--- config.mk ---
export PLATFORM = sky130hd
export DESIGN_NAME = serial_command_frame_parser_core
export DESIGN_NICKNAME = d
export VERILOG_FILES = /design/src/rtl/core/scfp_pkg.sv /design/src/rtl/core/serial_command_frame_parser_core.sv /design/src/rtl/core/scfp_front.sv /design/src/rtl/core/scfp_queue.sv /design/src/rtl/core/scfp_back.sv
export VERILOG_INCLUDE_DIRS = /design/src /design/src/rtl/core
export SDC_FILE = /design/constraint.sdc
export NUM_CORES = 1
export LEC_CHECK = 0
export BUFFER_PORTS_ARGS = -buffer_cell sky130_fd_sc_hd__buf_2
export CORE_MARGIN = 3
export CORE_UTILIZATION = 35
export DETAILED_ROUTE_END_ITERATION = 16
export SYNTH_ARGS = -nofsm -noshare
export SYNTH_HDL_FRONTEND = slang
export SYNTH_SLANG_ARGS = --single-unit
--- constraint.sdc ---
create_clock -name clk -period 2.83 [get_ports clk]
set_input_delay 0.7075 -clock clk [delete_from_list [all_inputs] [get_ports clk]]
set_output_delay 0.7075 -clock clk [all_outputs]
set_load 0.01 [all_outputs]
--- src/rtl/core/serial_command_frame_parser_core_assert.svh ---
// Assertion macros shared by the serial command frame parser RTL.
// Each macro expects signals named clk and rst_n in the including module.
`ifndef SERIAL_COMMAND_FRAME_PARSER_CORE_ASSERT_SVH
`define SERIAL_COMMAND_FRAME_PARSER_CORE_ASSERT_SVH

// Same-cycle implication, disabled while reset is held.
`define SCFP_ASSERT_IMPL(label, ante, cons, msg) \
  label: assert property (@(posedge clk) disable iff (!rst_n) (ante) |-> (cons)) \
    else $error(msg);

// Next-cycle implication, disabled while reset is held.
`define SCFP_ASSERT_NEXT(label, ante, cons, msg) \
  label: assert property (@(posedge clk) disable iff (!rst_n) (ante) |=> (cons)) \
    else $error(msg);

`endif

--- src/rtl/core/scfp_pkg.sv ---
// Shared types and constants of the serial command frame parser.
// No dependencies; imported by every module of the block.
`default_nettype none

package scfp_pkg;

  // Register indexes of the configuration port.
  localparam int unsigned CFG_IDX_W = 3;
  localparam logic [CFG_IDX_W-1:0] REG_SLAVE_ADDRESS = 3'd0;
  localparam logic [CFG_IDX_W-1:0] REG_HEAD_VALUE    = 3'd1;
  localparam logic [CFG_IDX_W-1:0] REG_TAIL_VALUE    = 3'd2;
  localparam logic [CFG_IDX_W-1:0] REG_UPGRADE_CODE  = 3'd3;
  localparam logic [CFG_IDX_W-1:0] REG_BYPASS_CODE   = 3'd4;
  localparam logic [CFG_IDX_W-1:0] REG_REPLY_MASK    = 3'd5;
  localparam logic [CFG_IDX_W-1:0] REG_REPLY_LENGTH  = 3'd6;

  // Reset values of the registers.
  localparam logic [7:0] RST_SLAVE_ADDRESS = 8'd1;
  localparam logic [7:0] RST_HEAD_VALUE    = 8'd170;
  localparam logic [7:0] RST_TAIL_VALUE    = 8'd85;
  localparam logic [7:0] RST_UPGRADE_CODE  = 8'd5;
  localparam logic [7:0] RST_BYPASS_CODE   = 8'd6;
  localparam logic [7:0] RST_REPLY_MASK    = 8'd128;
  localparam logic [7:0] RST_REPLY_LENGTH  = 8'd3;

  // Frame constants.
  localparam logic [7:0] CHECK_BYTE = 8'hFF;
  localparam logic [7:0] LEN_OFFSET = 8'd3;

  // Positions of the bytes within a reply frame.
  localparam logic [2:0] POS_HEAD   = 3'd0;
  localparam logic [2:0] POS_CMD    = 3'd1;
  localparam logic [2:0] POS_LEN    = 3'd2;
  localparam logic [2:0] POS_CHK_H  = 3'd3;
  localparam logic [2:0] POS_CHK_L  = 3'd4;
  localparam logic [2:0] POS_TAIL   = 3'd5;

  // Reply queue geometry.
  localparam int unsigned Q_DEPTH = 2;
  localparam int unsigned Q_AW    = $clog2(Q_DEPTH);
  localparam int unsigned Q_CW    = $clog2(Q_DEPTH + 1);

  // Live register values.
  typedef struct packed {
    logic [7:0] slave_address;
    logic [7:0] head_value;
    logic [7:0] tail_value;
    logic [7:0] upgrade_code;
    logic [7:0] bypass_code;
    logic [7:0] reply_mask;
    logic [7:0] reply_length;
  } cfg_t;

  // One queued reply, as classified by the parser.
  typedef struct packed {
    logic [7:0] cmd_byte;
    logic       upgrade;
    logic       bypass;
  } reply_t;

  // Queue status seen by both sides.
  typedef struct packed {
    logic full;
    logic empty;
  } q_status_t;

endpackage

`default_nettype wire

--- src/rtl/core/serial_command_frame_parser_core.sv ---
// Serial command frame parser: one received byte per cycle, six-byte replies.
// After the tail transfer the reply goes through the queue and then the output register.
// Throughput: one rx byte per cycle while in_ready is high, one reply byte per cycle
// while out_ready is high; two-entry queue, in_ready falls only while both are held.
// Reset: synchronous, active low; registers return to their defaults, parser to head.
`default_nettype none

module serial_command_frame_parser_core (
  input  wire                            clk,
  input  wire                            rst_n,
  input  wire                            in_valid,
  output logic                           in_ready,
  input  wire  [7:0]                     in_rx_byte,
  output logic                           out_valid,
  input  wire                            out_ready,
  output logic [7:0]                     out_tx_byte,
  output logic                           out_last_byte,
  output logic                           out_upgrade_request,
  output logic                           out_bypass_active,
  input  wire                            cfg_valid,
  output logic                           cfg_ready,
  input  wire  [scfp_pkg::CFG_IDX_W-1:0] cfg_index,
  input  wire  [7:0]                     cfg_data
);
  import scfp_pkg::*;

  cfg_t      cfg_r;
  reply_t    push_data, head_data;
  q_status_t status;
  logic      push, pop, rx_take;

  assign cfg_ready = 1'b1;
  assign in_ready  = !status.full;
  assign rx_take   = in_valid && in_ready;

  // Configuration registers.
  always_ff @(posedge clk) begin
    if (!rst_n) begin
      cfg_r.slave_address <= RST_SLAVE_ADDRESS;
      cfg_r.head_value    <= RST_HEAD_VALUE;
      cfg_r.tail_value    <= RST_TAIL_VALUE;
      cfg_r.upgrade_code  <= RST_UPGRADE_CODE;
      cfg_r.bypass_code   <= RST_BYPASS_CODE;
      cfg_r.reply_mask    <= RST_REPLY_MASK;
      cfg_r.reply_length  <= RST_REPLY_LENGTH;
    end else if (cfg_valid) begin
      case (cfg_index)
        REG_SLAVE_ADDRESS: cfg_r.slave_address <= cfg_data;
        REG_HEAD_VALUE:    cfg_r.head_value    <= cfg_data;
        REG_TAIL_VALUE:    cfg_r.tail_value    <= cfg_data;
        REG_UPGRADE_CODE:  cfg_r.upgrade_code  <= cfg_data;
        REG_BYPASS_CODE:   cfg_r.bypass_code   <= cfg_data;
        REG_REPLY_MASK:    cfg_r.reply_mask    <= cfg_data;
        REG_REPLY_LENGTH:  cfg_r.reply_length  <= cfg_data;
        default: ;
      endcase
    end
  end

  // Front end: frame parser.
  scfp_front u_front (
    .clk       (clk),
    .rst_n     (rst_n),
    .rx_take   (rx_take),
    .rx_byte   (in_rx_byte),
    .cfg       (cfg_r),
    .push      (push),
    .push_data (push_data)
  );

  // Reply queue.
  scfp_queue u_queue (
    .clk       (clk),
    .rst_n     (rst_n),
    .push      (push),
    .push_data (push_data),
    .pop       (pop),
    .head_data (head_data),
    .status    (status)
  );

  // Back end: reply serialiser.
  scfp_back u_back (
    .clk                 (clk),
    .rst_n               (rst_n),
    .cfg                 (cfg_r),
    .head_data           (head_data),
    .status              (status),
    .pop                 (pop),
    .out_valid           (out_valid),
    .out_ready           (out_ready),
    .out_tx_byte         (out_tx_byte),
    .out_last_byte       (out_last_byte),
    .out_upgrade_request (out_upgrade_request),
    .out_bypass_active   (out_bypass_active)
  );

endmodule

`default_nettype wire

--- src/rtl/core/scfp_front.sv ---
// Frame parser front end: walks request frames one byte per transfer.
// Uses scfp_pkg; queues a reply descriptor on a good upgrade or bypass tail.
`default_nettype none
`include "serial_command_frame_parser_core_assert.svh"

module scfp_front (
  input  wire                  clk,
  input  wire                  rst_n,
  input  wire                  rx_take,
  input  wire  [7:0]           rx_byte,
  input  scfp_pkg::cfg_t       cfg,
  output logic                 push,
  output scfp_pkg::reply_t     push_data
);
  import scfp_pkg::*;

  typedef enum logic [2:0] {
    PH_HEAD, PH_ADDR, PH_CMD, PH_LEN, PH_DATA, PH_CHK_H, PH_CHK_L, PH_TAIL
  } phase_t;

  phase_t     phase_r, phase_nxt;
  logic [7:0] held_r, held_nxt;
  logic [7:0] left_r, left_nxt;
  logic       bypass_r, bypass_nxt;
  logic [7:0] left_dec;

  assign left_dec = left_r - 8'd1;

  // Next-state decode for one received byte.
  always_comb begin
    phase_nxt  = phase_r;
    held_nxt   = held_r;
    left_nxt   = left_r;
    bypass_nxt = bypass_r;
    push       = 1'b0;
    push_data  = '{cmd_byte: held_r | cfg.reply_mask, upgrade: 1'b0, bypass: bypass_r};
    if (rx_take) begin
      case (phase_r)
        PH_HEAD: begin
          if (rx_byte == cfg.head_value) phase_nxt = PH_ADDR;
        end
        PH_ADDR: begin
          phase_nxt = (rx_byte == cfg.slave_address) ? PH_CMD : PH_HEAD;
        end
        PH_CMD: begin
          if (rx_byte <= cfg.bypass_code) begin
            held_nxt  = rx_byte;
            phase_nxt = PH_LEN;
          end else begin
            phase_nxt = PH_HEAD;
          end
        end
        PH_LEN: begin
          left_nxt  = rx_byte - LEN_OFFSET;
          phase_nxt = (left_nxt != 8'd0) ? PH_DATA : PH_CHK_H;
        end
        PH_DATA: begin
          // An empty counter here cannot arise from a legal frame; drop back.
          if (left_r == 8'd0) begin
            phase_nxt = PH_HEAD;
          end else begin
            left_nxt = left_dec;
            if (left_dec == 8'd0) phase_nxt = PH_CHK_H;
          end
        end
        PH_CHK_H: begin
          phase_nxt = (rx_byte == CHECK_BYTE) ? PH_CHK_L : PH_HEAD;
        end
        PH_CHK_L: begin
          phase_nxt = (rx_byte == CHECK_BYTE) ? PH_TAIL : PH_HEAD;
        end
        default: begin
          // Upgrade takes priority when both codes are equal.
          if (rx_byte == cfg.tail_value) begin
            if (held_r == cfg.upgrade_code) begin
              push              = 1'b1;
              push_data.upgrade = 1'b1;
            end else if (held_r == cfg.bypass_code) begin
              push             = 1'b1;
              bypass_nxt       = 1'b1;
              push_data.bypass = 1'b1;
            end
          end
          phase_nxt = PH_HEAD;
        end
      endcase
    end
  end

  // Parser state.
  always_ff @(posedge clk) begin
    if (!rst_n) begin
      phase_r  <= PH_HEAD;
      held_r   <= 8'd0;
      left_r   <= 8'd0;
      bypass_r <= 1'b0;
    end else begin
      phase_r  <= phase_nxt;
      held_r   <= held_nxt;
      left_r   <= left_nxt;
      bypass_r <= bypass_nxt;
    end
  end

  `SCFP_ASSERT_NEXT(a_bypass_sticky, bypass_r, bypass_r, "bypass mode cleared outside reset")
  `SCFP_ASSERT_IMPL(a_push_on_tail, push, rx_take && (phase_r == PH_TAIL),
                    "reply queued outside the tail phase")

endmodule

`default_nettype wire

--- src/rtl/core/scfp_queue.sv ---
// Short reply queue between the parser and the reply serialiser.
// Depends on scfp_pkg; register-based, depth Q_DEPTH.
`default_nettype none
`include "serial_command_frame_parser_core_assert.svh"

module scfp_queue (
  input  wire                   clk,
  input  wire                   rst_n,
  input  wire                   push,
  input  scfp_pkg::reply_t      push_data,
  input  wire                   pop,
  output scfp_pkg::reply_t      head_data,
  output scfp_pkg::q_status_t   status
);
  import scfp_pkg::*;

  reply_t            slot_r [Q_DEPTH];
  logic [Q_AW-1:0]   wr_ptr_r, wr_ptr_nxt;
  logic [Q_AW-1:0]   rd_ptr_r, rd_ptr_nxt;
  logic [Q_CW-1:0]   count_r, count_nxt;

  assign status.full  = (count_r == Q_CW'(Q_DEPTH));
  assign status.empty = (count_r == '0);
  assign head_data    = slot_r[rd_ptr_r];

  // Pointer and occupancy update.
  always_comb begin
    wr_ptr_nxt = push ? Q_AW'(wr_ptr_r + 1'b1) : wr_ptr_r;
    rd_ptr_nxt = pop  ? Q_AW'(rd_ptr_r + 1'b1) : rd_ptr_r;
    count_nxt  = count_r + Q_CW'(push) - Q_CW'(pop);
  end

  always_ff @(posedge clk) begin
    if (!rst_n) begin
      wr_ptr_r <= '0;
      rd_ptr_r <= '0;
      count_r  <= '0;
    end else begin
      wr_ptr_r <= wr_ptr_nxt;
      rd_ptr_r <= rd_ptr_nxt;
      count_r  <= count_nxt;
    end
  end

  // Entry storage needs no reset.
  always_ff @(posedge clk) begin
    if (push) slot_r[wr_ptr_r] <= push_data;
  end

  `SCFP_ASSERT_IMPL(a_no_push_full, push, !status.full, "reply pushed into a full queue")
  `SCFP_ASSERT_IMPL(a_no_pop_empty, pop, !status.empty, "reply popped from an empty queue")

endmodule

`default_nettype wire

--- src/rtl/core/scfp_back.sv ---
// Reply serialiser: turns the queue head into six reply bytes.
// Depends on scfp_pkg; drives the registered result channel.
`default_nettype none
`include "serial_command_frame_parser_core_assert.svh"

module scfp_back (
  input  wire                   clk,
  input  wire                   rst_n,
  input  scfp_pkg::cfg_t        cfg,
  input  scfp_pkg::reply_t      head_data,
  input  scfp_pkg::q_status_t   status,
  output logic                  pop,
  output logic                  out_valid,
  input  wire                   out_ready,
  output logic [7:0]            out_tx_byte,
  output logic                  out_last_byte,
  output logic                  out_upgrade_request,
  output logic                  out_bypass_active
);
  import scfp_pkg::*;

  logic       valid_r, valid_nxt;
  logic [2:0] pos_r, pos_nxt;
  logic [7:0] byte_r;
  logic       last_r, upgrade_r, bypass_r;
  logic       load;
  logic       emit;
  logic [7:0] cur_byte;
  logic       cur_last;

  // The output register refills whenever it is empty or being taken.
  assign load     = !valid_r || out_ready;
  assign emit     = load && !status.empty;
  assign cur_last = (pos_r == POS_TAIL);
  assign pop      = emit && cur_last;

  // Byte of the reply frame at the current position.
  always_comb begin
    case (pos_r)
      POS_HEAD:  cur_byte = cfg.head_value;
      POS_CMD:   cur_byte = head_data.cmd_byte;
      POS_LEN:   cur_byte = cfg.reply_length;
      POS_CHK_H: cur_byte = CHECK_BYTE;
      POS_CHK_L: cur_byte = CHECK_BYTE;
      default:   cur_byte = cfg.tail_value;
    endcase
  end

  always_comb begin
    valid_nxt = load ? !status.empty : valid_r;
    pos_nxt   = pos_r;
    if (emit) pos_nxt = cur_last ? POS_HEAD : pos_r + 3'd1;
  end

  // Control state.
  always_ff @(posedge clk) begin
    if (!rst_n) begin
      valid_r <= 1'b0;
      pos_r   <= POS_HEAD;
    end else begin
      valid_r <= valid_nxt;
      pos_r   <= pos_nxt;
    end
  end

  // Result payload register.
  always_ff @(posedge clk) begin
    if (emit) begin
      byte_r    <= cur_byte;
      last_r    <= cur_last;
      upgrade_r <= head_data.upgrade;
      bypass_r  <= head_data.bypass;
    end
  end

  assign out_valid           = valid_r;
  assign out_tx_byte         = byte_r;
  assign out_last_byte       = last_r;
  assign out_upgrade_request = upgrade_r;
  assign out_bypass_active   = bypass_r;

  `SCFP_ASSERT_NEXT(a_reply_no_gap, valid_r && out_ready && !last_r, valid_r,
                    "gap inside a reply frame")
  `SCFP_ASSERT_IMPL(a_pos_range, 1'b1, pos_r <= POS_TAIL, "reply position out of range")

endmodule

`default_nettype wire
Word level (Yosys, flattened, before mapping)
Memory sizes are Yosys's and may differ from the RTL's. A register that Yosys moved wholly into a read port is not among the register bits. Cells that the tools add are included. Widths: inputs -> output; s select.

Muxes and demuxes: 28. Bitwise operators: 2. Magnitude comparators: 1. $add $sub $neg: 7. Equal/unequal tests: 27. Reduce and logical (&&, ||, !) cells: 28.

Operators by type and width (count): $eq 8x8->1 (5); $pmux 8 s4 (1); $eq 3x3->1 const B (8); $pmux 3 s7 (1); $eq 3x2->1 const B (6); $mux 3 (6); $logic_not 8->1 (2); $pmux 8 s2 (1); $reduce_and 2->1 (7); $mux 1 (13); $reduce_and 3->1 (4); $mux 2 (5); $eq 3x1->1 const B (3); $logic_not 3->1 (3); $eq 8x8->1 const B (1); $le 8x8->1 (1); $mux 8 (1); $or 8x8->8 (1); $reduce_bool 8->1 (1); $sub 8x1->8 const B (1); $sub 8x2->8 const B (1); $reduce_or 7->1 (1); $add 3x1->3 const B (1); $logic_and 1x1->1 (3); 13 further kinds (16).

Memories: 1. Bits in registers: 95. Word-level logic and storage cells: 114. Bits of input ports: 24. Bits in writable memories: 20. Output and inout port bits: 14.

Memories: u_queue.slot_r (words 2, bits a word 10, read ports 1, clocked after memory_dff 1, write ports 1, RTL line scfp_queue.sv:17) `reply_t slot_r [Q_DEPTH];`.

Longest topological paths before layout
Gate-level depths: netlist (run 1).

Depth in word-level cells: 8. Mapped depth: 10. Gate-level depth less buffers: 9.

Cells and area by module
A second synthesis (run 1) with hierarchy kept.

Cells, all modules: 616. Area, all modules: 6092.1 sq um.

By module, submodules not included: serial_command_frame_parser_core (seq. area each 1121.1 sq um, area an instance 2195.9 sq um, cells each 212, times used 1); scfp_front (seq. area each 400.4 sq um, area an instance 2138.3 sq um, cells each 280, times used 1); scfp_queue (seq. area each 700.7 sq um, area an instance 943.4 sq um, cells each 52, times used 1); scfp_back (seq. area each 410.4 sq um, area an instance 814.5 sq um, cells each 72, times used 1).

Least setup slack after synthesis (run 1)
Ideal clock, no wire load.

Kind: input-to-reg. Start: in in_rx_byte[5]. End: mem u_queue.slot_r[1][0] (netlist name) (enable). Buffers on the path: 1. Library setup time: 0.343 ns. Data required time: 2.487 ns. Path slack: 0.183 ns. Stages on the path: 6. Arrival: 2.304 ns. Cell sequence: buf_2 xor2_1 or4_4 nor4_4 o21a_1 and2_1.

Word-level cells in the longest chain between the ends: 6.

RTL lines: start, declared (RTL line serial_command_frame_parser_core.sv:13) `input wire [7:0] in_rx_byte,`; $eq 8x8->1 (RTL line scfp_front.sv:74) `if (rx_byte == cfg.tail_value) begin`; $mux 1 (RTL line scfp_front.sv:74); $mux 1 (RTL line scfp_front.sv:38) `case (phase_r)`; $mux 1 (RTL line scfp_front.sv:37) `if (rx_take) begin`; $mux 1 (RTL line scfp_queue.sv:47) `if (push) slot_r[wr_ptr_r] <= push_data;`; $mux 1 (not written as such) (RTL line scfp_queue.sv:47); end, declared (RTL line scfp_queue.sv:17).

No other way between the ends.

Final worst setup path (run 1)
Start: reg u_front.phase_r[0]. End: reg u_queue.count_r[1].

Word-level cells in the longest chain between the ends: 6. Elaborated cells on any way between the ends: 12. Those cells by class: add/sub: 2; eq/ne: 6; mux: 2; reduce/logical: 2.

RTL lines: start, declared (RTL line scfp_front.sv:21) `phase_t phase_r, phase_nxt;`; start signal, assigned (RTL line scfp_front.sv:98) `phase_r <= phase_nxt;`; $eq 3x1->1, or another cell as far along (RTL line scfp_front.sv:38); $reduce_or 7->1 (no source line) *; $mux 1 * (RTL line scfp_front.sv:38); $mux 1 * (RTL line scfp_front.sv:37); $add 2x1->2 * (RTL line scfp_queue.sv:30) `count_nxt = count_r + Q_CW'(push) - Q_CW'(pop);`; $sub 2x1->2 * (RTL line scfp_queue.sv:30); end signal, assigned (RTL line scfp_queue.sv:41) `count_r <= count_nxt;`; end, declared (RTL line scfp_queue.sv:20) `logic [Q_CW-1:0] count_r, count_nxt;`.

Mark *: on every way between the ends. The rest lies on a longest branch, timed or not. A chain may end at the register's enable or synchronous reset.

==> results of run 1 <==
==> cell usage after synthesis, drive strengths merged, types with 4 or more instances <==
master  number  area [sq um]
nand2      133           499
dfxtp       85          1700
a21boi      42           315
a21oi       35           175
xnor2       34           298
o21ai       33           165
clkbuf      31           116
edfxtp      31           931
nor2        26          97.6
nand3       23           115
nor2b       21           131
inv         17          63.8
xor2        17           149
ha          15           188
nor3        14          70.1
and2        13          81.3
nand4       11          68.8
buf          9          61.3
mux2         9           101
mux2i        9          90.1
nand2b       8          50.1
or2          8          50.1
nor4         6          58.8
a211oi       4          30.0
==> final cells by class <==
class | count | area [sq um] | share of cell area (%)
Multi-Input combinational cell | 502 | 3070 | 43.8
Sequential cell | 116 | 2630 | 37.5
Clock buffer | 22 | 474 | 6.76
Timing Repair Buffer | 56 | 368 | 5.24
Tap cell | 220 | 275 | 3.92
Clock inverter | 10 | 130 | 1.85
Inverter | 17 | 63.8 | 0.909
==> per-stage QoR <==
| stage | util (%) | hold WS (ns) | power [mW] | instance area (sq um) |
|---|---|---|---|---|
| 6_report | 42.3 | 0.456 | 4.14 | 7020 |
| 3_3_place_gp | 38.7 | 0.444 | 2.00 | 6410 |
| 2_1_floorplan | - | 0.432 | 1.91 | 5940 |
| 5_1_grt | 42.3 | 0.475 | 4.29 | 7020 |
| 3_5_place_dp | 38.7 | 0.452 | 2.00 | 6410 |
| 4_1_cts | 42.3 | 0.460 | 4.19 | 7020 |
==> final timing paths <==
| check | start | endpoint | slack [ns] |
|---|---|---|---|
| setup reg to reg | u_front.phase_r[0] | u_queue.count_r[1] | 0.39 |
| setup / recovery | u_front.phase_r[0] | u_queue.count_r[1] | 0.39 |
| hold reg to reg | cfg_r[12] | cfg_r[12] | 0.46 |
| hold / removal | cfg_r[12] | cfg_r[12] | 0.46 |
==> routing by layer <==
metal,global-route usage [%],vias up,wire [um]
met1,24.5,2195,7410
met5,0,-,0
met3,3.66,22,601
met4,5.60,0,243
met2,26.1,97,6820
li1,-,2394,-
==> cells by family after synthesis <==
family	after synthesis
XOR/XNOR	51
flip-flops	116
AO/OA/AOI/OAI	140
buffers and inverters	57
other	1
AND/OR/NAND/NOR	277
adder cells (fa/ha/maj)	15
multiplexers	18
==> state kept, by name, indices dropped and copies added (netlist names), named ones only <==
signal / cells
cfg_r: 56
u_queue.slot_r: 20
u_back.out_tx_byte: 8
u_front.held_r: 8
u_front.left_r: 8
u_back.pos_r: 3
u_front.phase_r: 3
u_queue.count_r: 2
u_back.out_bypass_active: 1
u_back.out_last_byte: 1
u_back.out_upgrade_request: 1
u_back.out_valid: 1
u_front.bypass_r: 1
u_queue.rd_ptr_r: 1
u_queue.wr_ptr_r: 1
==> report_power, final <==
group,leakage [nW],internal [mW],switching [mW]
clock network,0.297,1.44,0.734
logic,1.31,0.0896,0.142
registers,0.940,1.72,0.0163
==> worst register-to-register path: cells and delay by family (launching register included) <==
| family | cells | cell delay [ns] |
|---|---|---|
| fa+ha+maj | 1 | 0.18 |
| xor+xnor | 2 | 0.20 |
| flops | 1 | 0.52 |
| simple gates | 4 | 1.22 |
| compound gates | 1 | 0.23 |
==> impl_results.md, run 1 <==
* Post-CTS sizing at 0
* CP Data Arrival Time at 2.76 ns
* Non-filler instance count after layout at roughly 940
* Number of logic stages on the critical path including buffering at 8
* Average wire per cell in the routed design at between 15 and 20 um
* Cells along the critical path: nand3_1, or4_4, nor4_4, o21a_1, ha_1, xnor2_1, xnor2_1, and2_1
* Mux contribution to synthesized area at 3.22%
* Most frequent cell on the critical path: sky130_fd_sc_hd__xnor2_1
* Skew final at 0.0102 ns
* Floorplan die area at 18,600 sq um
* Die Width at about 140 um
* Number of antenna violations at the first check in global routing at 0
* Via Count at around 4,700
* Starting density of the core at a little over a third
* Fin. Hold Viols at 0
* Clock latency at the later pin of the worst-skew pair at roughly 0.42 ns
* HPWL after detailed placement at between 10,000 and 15,000 um
* Critical setup path kind: reg -> reg
* Maximum vdd ir drop at ~0.00042 V
* Largest net degree at the start of global routing at 37
* Max stage delay cell, worst path: sky130_fd_sc_hd__or4_4
* Post-route DRC at 0
* Post-synthesis share of cell area spent on full adders, half adders and majority gates at 3.16%
* Main combinational cell family by area after synthesis: simple AND/OR/NAND/NOR gates
* Worst-Margin Slew at 0.957 ns
* Setup bufs post-CTS at 0
* Smallest setup slack after layout at approximately 0.39 ns
* Achievable clock frequency at 409 MHz
* Period minus WS final at between 2 and 2.5 ns
* IO buf count at 36
* Max-slew violation count at 0
* Compound-Gate Fraction of Synth Area at 15.2%
* Quantity of hold-fixing buffers added after cts at 0
* Post-Synthesis Net Count at 714
* Clock transition at the registers of the reported paths at about 0.05 ns
* Crit path required time at 3.14 ns
* Maximum net fanout on the critical path at 10
* Share of cells above drive strength 1 at approximately 15%
* Floorplan die height at 136 um
* Sequential-to-total area share from yosys stat at 44.3%
* Average cell area after synthesis at 8.80 sq um
* Most frequent standard cell in the layout excluding fill and tap cells: sky130_fd_sc_hd__nand2_1
* Worst Hold Depth at 2
* Buffers & Inverters on Critical Path at 0
* Post-DR vias/cell at 4.99
* Number of synthesized flops with an enable pin at 31
* Row Count at 47
* Number of iterations in the first detailed-routing pass at 5
* Final WL at 15,100 um
* Post-detailed-route count of antenna-violating nets at 0
* Post-synthesis xor/xnor area fraction at 7.52%
* Post-route clock period utilization at 86.4%
* Crit end category: flop
* Number of cells on the worst reg-to-reg path at 8
* Core box area at 16,600 sq um
* Setup TNS Final at 0 ns
* Most used flip-flop cell after synthesis: sky130_fd_sc_hd__dfxtp_1
* Worst setup slack after placement at 0.120 ns
* Antenna fix cells at 0
* Async set-reset flop share out of synthesis at 0%
* Root Driver: sky130_fd_sc_hd__clkbuf_16
* Number of synthesized register bits at 116
* Post-synthesis instance area at about 6000 sq um
* Vias in the first global route at between 4,000 and 5,000
* Layout Area Growth over Synthesis at 18.1%
* Remaining max-slew budget at the tightest pin at 35.8%
* Count of pins on the block boundary at 38
* Post-Synth Simple-Gate Area at 22.5%
* Count of H-tree levels built during CTS at 4
* Placed Cells incl. Taps at 911
* Longest individual stage delay on the worst path at 0.58 ns
* Count of fill cells added during filler insertion at 1,688
* Buffers from clock root to sink, at most at 2
* Number of max-cap violations at 0
* Power Density at between 500 and 600 nW/um^2
* Outcome: finished, final reports clean
* Pleak at roughly 2.5 nW
* Final setup fails at 0
* Number of library cell types mapped by synthesis at 59
* Count of mapped cells out of synthesis at 675
* Number of warning messages in the yosys log at 0
* Commonest cells after routing, fill and taps aside: sky130_fd_sc_hd__nand2_1 (133), sky130_fd_sc_hd__dfxtp_1 (85), sky130_fd_sc_hd__a21boi_0 (42), sky130_fd_sc_hd__buf_2 (36), sky130_fd_sc_hd__a21oi_1 (35)
* Global-route congestion overflow total at 0
* Count of nets after finishing at 749
* Num CTS Buffers at 17
* Kind of cell adding the most delay to the critical path: simple AND/OR/NAND/NOR gates
* First-pass GRT wire length at 24,500 um
* Total routing resource utilization after global routing at between 10% and 20%
* RSZ-0062 raised after global routing: false
* Worst setup SP type: flop
* Gpl congestion at 0.820
* Detailed Route Iter0 Violations at between 300 and 400
* TritonCTS clock tree: built
* Sinks on Clock Net at 116
* Min-Delay Path Class: reg -> reg
Power figures use the tool's default switching activity.
==> inputs of run 2 (changes only) <==
Settings changed: ABC_AREA set to 1.
==> impl_results.md, run 2 <==
* TritonCTS clock tree: built
* Min-Delay Path Class: reg -> reg
* Clock transition at the registers of the reported paths at 0.05 ns
* IO buf count at 36
* Worst setup SP type: input port
* Commonest cells after routing, fill and taps aside: sky130_fd_sc_hd__nand2_1 (154), sky130_fd_sc_hd__nor2_1 (109), sky130_fd_sc_hd__inv_1 (89), sky130_fd_sc_hd__dfxtp_1 (85), sky130_fd_sc_hd__o21ai_0 (67)
* Max stage delay cell, worst path: sky130_fd_sc_hd__nor3b_1
* Average wire per cell in the routed design at between 15 and 20 um
* CP Data Arrival Time at 2.47 ns
* Biggest registers after layout: cfg_r (56), u_queue.slot_r (20)
* GR Layer Usage met2 at 29.4%
* Outcome: finished, final reports clean
* Post-route DRC at 0
* Setup TNS Final at 0 ns
* Count of mapped cells out of synthesis at 768
* Total routing resource utilization after global routing at 18.2%
* Remaining max-slew budget at the tightest pin at 59.9%
* Top-count cell post-synth: sky130_fd_sc_hd__nand2_1
* Die Width at 135 um
* Switching share of power at 22.1%
* Crit end category: flop
* Portion of total power attributed to sequential cells at ~41%
* Count of H-tree levels built during CTS at 4
* Starting density of the core at 36.4%
* Setup bufs post-CTS at 0
* Largest area contributor in the synthesized netlist: sky130_fd_sc_hd__dfxtp_1
* Async set-reset flop share out of synthesis at 0%
* Maximum net fanout on the critical path at 7
* Buffers & Inverters on Critical Path at 4
* Antenna fix cells at 0
* Share of cells above drive strength 1 at between 10% and 20%
* Most used routing layer: met2
* Net Switching at about 940 uW
* Count of fill cells added during filler insertion at roughly 1,600
* Post-Synthesis Net Count at 807
* Count of nets after finishing at roughly 860
* Max-slew violation count at 0
* Number of logic stages on the critical path including buffering at 13
* Longest individual stage delay on the worst path at 0.23 ns
* Worst Hold Depth at 2
* Area taken by flip-flops and latches at 2630 sq um
* Critical setup path kind: in -> reg
* Number of synthesized flops with an enable pin at 31
* Fin. Hold Viols at 0
* Area after DPL at 6350 sq um
* Average cell area after synthesis at 7.63 sq um
* Cells along the critical path: buf_2, buf_4, inv_1, nor2_1, nor3b_1, nand3_1, nor2_1, o21ai_1, inv_1, ha_1, xor2_1, o21ai_0, a21oi_1
* Share of Yosys cell area claimed by the top area cell type at about 29%
* Num CTS Buffers at 17
* Post-CTS sizing at 0
* HPWL after detailed placement at 11,800 um
* Number of flip-flops in the largest register at 56
* First-pass GRT wire length at 25,700 um
* Number of library cell types mapped by synthesis at 42
* Number of cells on the worst reg-to-reg path at 11
* Most used flip-flop cell after synthesis: sky130_fd_sc_hd__dfxtp_1
* Post-route clock period utilization at 75.1%
* Maximum vdd ir drop at 0.000474 V
* Power Density at 612 nW/um^2
* Via Count at 5,081
* Count of pins on the block boundary at 38
* Number of synthesized register bits at between 100 and 150
* Quantity of hold-fixing buffers added after cts at 0
* Internal Dissipation at 3.32 mW
* Largest register by flop count: cfg_r
* Area contributors post-synth: sky130_fd_sc_hd__dfxtp_1 (29%), sky130_fd_sc_hd__edfxtp_1 (16%), sky130_fd_sc_hd__nand2_1 (9.9%), sky130_fd_sc_hd__nor2_1 (7.0%), sky130_fd_sc_hd__o21ai_0 (5.7%)
* Skew final at slightly below 0.006 ns
* Number of max-cap violations at 0
* Layout Area Growth over Synthesis at 18.8%
* Sinks on Clock Net at 116
* Achievable clock frequency at 471 MHz
* Clock latency at the later pin of the worst-skew pair at 0.42 ns
* Gpl congestion at 0.901
* Buffers from clock root to sink, at most at 2
* Met1 Use GR at 24.0%
* Number of iterations in the first detailed-routing pass at 5
* Vias in the first global route at 4,938
* Area of combinational cells with multiple inputs at 2780 sq um
* Period minus WS final at approximately 2.1 ns
* Kind of cell adding the most delay to the critical path: simple AND/OR/NAND/NOR gates
* Met3 usage in global routing at under 10%
* Sequential-to-total area share from yosys stat at 44.9%
* Global-route congestion overflow total at 0
* Pleak at 2.98 nW
* Most frequent standard cell in the layout excluding fill and tap cells: sky130_fd_sc_hd__nand2_1
* Worst-Margin Slew at about 0.60 ns
* Final setup fails at 0
* Core box area at 16,100 sq um
* RSZ-0062 raised after global routing: false
* Part of the total power dissipated in combinational logic at under 10%
* Part of the power in the clock network at between 50% and 60%
* Final instance area at roughly 7000 sq um
* Most numerous cell types in the synthesized netlist: sky130_fd_sc_hd__nand2_1 (154), sky130_fd_sc_hd__nor2_1 (109), sky130_fd_sc_hd__inv_1 (89)
* Row Count at 46
* Root Driver: sky130_fd_sc_hd__clkbuf_16
* Crit path required time at 3.18 ns
* Detailed Route Iter0 Violations at roughly 380
* Floorplan die area at roughly 18,000 sq um
* Number of antenna violations at the first check in global routing at 0
* Number of warning messages in the yosys log at 0
* Post-DR vias/cell at slightly below 5
* Final WL at 16,000 um
* Largest net degree at the start of global routing at 61
* Post-detailed-route count of antenna-violating nets at 0
* Floorplan die height at 135 um
* Post-synthesis instance area at 5860 sq um
run 2: cell types whose count changed in the layout (fill, tap and decap cells not counted), moves of 9 or more:
cell                       change
sky130_fd_sc_hd__a21boi_0     -42
sky130_fd_sc_hd__a21oi_1      +18
sky130_fd_sc_hd__and2_1       -12
sky130_fd_sc_hd__inv_1        +73
sky130_fd_sc_hd__mux2i_1       -9
sky130_fd_sc_hd__nand2_1      +21
sky130_fd_sc_hd__nand3_1      +14
sky130_fd_sc_hd__nor2_1       +83
sky130_fd_sc_hd__nor2b_1      -21
sky130_fd_sc_hd__o21ai_0      +37
sky130_fd_sc_hd__xnor2_1      -17
sky130_fd_sc_hd__xor2_1       -12
run 2: layer usage:
metal | vias up | share of wire [%]
met4 | 0 | 1.9
met1 | 2303 | 47
met5 | - | 0
met2 | 140 | 46
li1 | 2618 | -
met3 | 20 | 5.3
run 2: worst register-to-register path, delay by kind of cell, from the launching register on:
kind                     cells  cell delay, ns
AO/OA/AOI/OAI                3            0.41
XOR/XNOR                     1            0.15
adder cells (fa/ha/maj)      1            0.20
buffers and inverters        3            0.32
flip-flops                   1            0.38
AND/OR/NAND/NOR              3            0.41
run 2: worst paths after layout:
kind | startpoint | endpoint | slack [ns]
worst max-delay path | in_rx_byte[5] | u_queue.count_r[1] | 0.71
worst max register to register | u_front.held_r[0] | u_queue.count_r[1] | 0.85
worst min-delay path | cfg_r[15] | cfg_r[15] | 0.45
worst min register to register | cfg_r[15] | cfg_r[15] | 0.45
run 2: cell families after synthesis:
kind of cell | Yosys count | share of synthesized area, %
compound gates | 146 | 13.9
fa+ha+maj | 15 | 3.20
mux | 10 | 1.92
other cells | 1 | 0.0640
simple gates | 344 | 25.0
flops | 116 | 44.9
xor+xnor | 22 | 3.29
buf+inv | 114 | 7.67
run 2: final cells by class:
class                           instances  area share [%]
Clock buffer                           21            6.61
Clock inverter                         11            2.25
Inverter                               94            5.07
Multi-Input combinational cell        538            39.9
Sequential cell                       116            37.8
Tap cell                              216            3.88
Timing Repair Buffer                   52            4.49
run 2: metrics by stage:
step / utilization, % / instances / total power, mW / hold WS (ns) / worst slack, ns
2_1_floorplan: - / 768 / 1.93 / 0.421 / 0.275
3_3_place_gp: 39.4 / 1016 / 2.04 / 0.430 / 0.354
3_5_place_dp: 39.4 / 1016 / 2.04 / 0.434 / 0.325
4_1_cts: 43.2 / 1048 / 4.28 / 0.448 / 0.758
5_1_grt: 43.2 / 1048 / 4.41 / 0.492 / 0.566
6_report: 43.2 / 1048 / 4.26 / 0.447 / 0.705
run 2: power by group through the flow:
stage | Clock [mW] | Combinational, mW | Sequential, mW
3_5_place_dp | 0 | 0.257 | 1.78
5_1_grt | 2.37 | 0.292 | 1.75
6_report | 2.25 | 0.260 | 1.75
3_3_place_gp | 0 | 0.257 | 1.78
4_1_cts | 2.27 | 0.259 | 1.75
2_1_floorplan | 0 | 0.157 | 1.78
==> inputs of run 3 (changes only) <==
Clock period 2.83 ns to 1.9 ns, I/O delays scaled along.
==> impl_results.md, run 3 (synthesis results as in run 2) <==
* Count of pins on the block boundary at 38
* Post-detailed-route count of antenna-violating nets at 0
* Starting density of the core at between 30% and 40%
* Worst-Margin Slew at 0.602 ns
* Layout Area Growth over Synthesis at 26.8%
* Worst setup slack after placement at -0.229 ns
* Most frequent cell on the critical path: sky130_fd_sc_hd__inv_1
* Cells along the critical path: inv_1, or2_2, nand3_1, nor3_2, buf_4, o21ai_2, inv_1, ha_1, xor2_1, o21ai_1, a21oi_1
* Die Width at roughly 140 um
* Max-slew violation count at 0
* Root Driver: sky130_fd_sc_hd__clkbuf_16
* Count of nets after finishing at just over 900
* Number of max-cap violations at 0
* Num CTS Buffers at 17
* Average wire per cell in the routed design at approximately 15 um
* Worst hold slack at just over 0.4 ns
* Pleak at 3.24 nW
* Period minus WS final at 1.79 ns
* HPWL after detailed placement at 12,200 um
* Achievable clock frequency at about 560 MHz
* Row Count at between 40 and 50
* Final setup fails at 0
* Endpoint of the worst hold path: cfg_r[41]
* First-pass GRT wire length at 26,100 um
* Number of flip-flops in the largest register at 56
* Smallest setup slack after layout at 0.109 ns
* Fin. Hold Viols at 0
* Part of the power in the clock network at between 50% and 60%
* Switching share of power at 23.1%
* Critical setup path kind: reg -> reg
* Clock latency at the later pin of the worst-skew pair at 0.42 ns
* Total routing resource utilization after global routing at 18.7%
* Via Count at 5,288
* Worst Hold Depth at 2
* Floorplan die area at 18,300 sq um
* TritonCTS clock tree: built
* Vias in the first global route at 4,878
* Commonest cells after routing, fill and taps aside: sky130_fd_sc_hd__nand2_1 (154), sky130_fd_sc_hd__nor2_1 (106), sky130_fd_sc_hd__inv_1 (88), sky130_fd_sc_hd__dfxtp_1 (81), sky130_fd_sc_hd__o21ai_0 (65)
* Largest register by flop count: cfg_r
* Worst reg2reg path endpoint: u_queue.count_r[1]
* IO buf count at 36
* Crit path required time at 2.21 ns
* Setup bufs post-CTS at 0
* Min-Delay Startpoint: rst_n
* Net Switching at about 1.5 mW
* Area of combinational cells with multiple inputs at 2830 sq um
* PnR Total Power at 6.33 mW
* Share of cells above drive strength 1 at between 20% and 30%
* Min-Delay Path Class: in -> reg
* Sinks on Clock Net at ~120
* Portion of total power attributed to sequential cells at 41.1%
* Worst flop-to-flop path startpoint: u_front.held_r[0]
* Area taken by flip-flops and latches at 2640 sq um
* Count of fill cells added during filler insertion at around 1,600
* Internal Dissipation at 4.87 mW
* Maximum net fanout on the critical path at 4
* Maximum vdd ir drop at approximately 0.00066 V
* Post-route clock period utilization at 94.3%
* Largest net degree at the start of global routing at 51
* Number of cells on the worst reg-to-reg path at 11
* Worst R2R Setup Slack at 0.11 ns
* Skew final at 0.00754 ns
* Number of iterations in the first detailed-routing pass at 7
* Worst setup SP type: flop
* Post-DR vias/cell at 4.81
* Global-route congestion overflow total at 0
* Number of antenna violations at the first check in global routing at 0
* Final instance area at 7430 sq um
* Final WL at 16,300 um
* Detailed Route Iter0 Violations at 300
* Clock transition at the registers of the reported paths at 0.06 ns
* Buffers & Inverters on Critical Path at 3
* Area after DPL at 6780 sq um
* Count of H-tree levels built during CTS at 4
* Floorplan die height at approximately 140 um
* Setup TNS Final at 0 ns
* Crit end category: flop
* Kind of cell adding the most delay to the critical path: simple AND/OR/NAND/NOR gates
* Max stage delay cell, worst path: sky130_fd_sc_hd__dfxtp_1
* Post-route DRC at 0
* Longest individual stage delay on the worst path at ~0.32 ns
* Post-layout utilization of the core at a little under half
* Antenna fix cells at 0
* Outcome: finished, final reports clean
* Gpl congestion at approximately 0.9
* Buffers from clock root to sink, at most at 2
* Non-filler instance count after layout at 1,099
* Remaining max-slew budget at the tightest pin at about three fifths
* Power Density at 852 nW/um^2
* Most frequent standard cell in the layout excluding fill and tap cells: sky130_fd_sc_hd__nand2_1
* CP Data Arrival Time at 2.10 ns
* RSZ-0062 raised after global routing: true
* Core box area at 16,100 sq um
* Part of the total power dissipated in combinational logic at 7.1%
* Placed Cells incl. Taps at 1,067
* Biggest registers after layout: cfg_r (56), u_queue.slot_r (20)
## run 3: layout make-up
class                           instances  area share, %
Clock buffer                           19           6.10
Clock inverter                         13           2.07
Timing Repair Buffer                  103           9.92
Multi-Input combinational cell        538           38.0
Tap cell                              216           3.64
Inverter                               94           4.75
Sequential cell                       116           35.5
## run 3: timing repair
action | CTS | global route
hold buffers | 0 | 0
resized for setup | 3 | 13
endpoints found under the setup margin | 21 | 28
## run 3: per-layer routing
| metal | routed length [um] | part of all wire, % | GRT usage, % |
|---|---|---|---|
| met3 | 846 | 5.2 | 3.42 |
| met4 | 311 | 1.9 | 7.00 |
| met5 | 0 | 0 | 0 |
| met1 | 7660 | 47 | 25.6 |
| met2 | 7510 | 46 | 29.5 |
## run 3: how the worst max path moves through the flow
| stage | slack, ns | start | depth (start not counted) | endpoint |
|---|---|---|---|---|
| 2_1_floorplan | -0.04 | in_rx_byte[3] | 8 | u_queue.slot_r[0][0] |
| 3_5_place_dp | -0.23 | in_rx_byte[7] | 10 | u_front.held_r[0] |
| 6_report | 0.11 | u_front.held_r[0] | 11 | u_queue.count_r[1] |
| 3_3_place_gp | -0.22 | in_rx_byte[7] | 10 | u_front.held_r[0] |
| 5_1_grt | -0.03 | u_front.held_r[0] | 11 | u_queue.count_r[1] |
| 4_1_cts | 0.03 | cfg_r[21] | 11 | u_front.held_r[0] |
## run 3: power by group through the flow
stage                     Sequential [mW]  Clock, mW  Combinational, mW
final                                2.60       3.28              0.448
after floorplan                      2.64          0              0.235
after detailed placement             2.65          0              0.443
after CTS                            2.60       3.32              0.447
after global routing                 2.61       3.44              0.503
after global placement               2.65          0              0.442
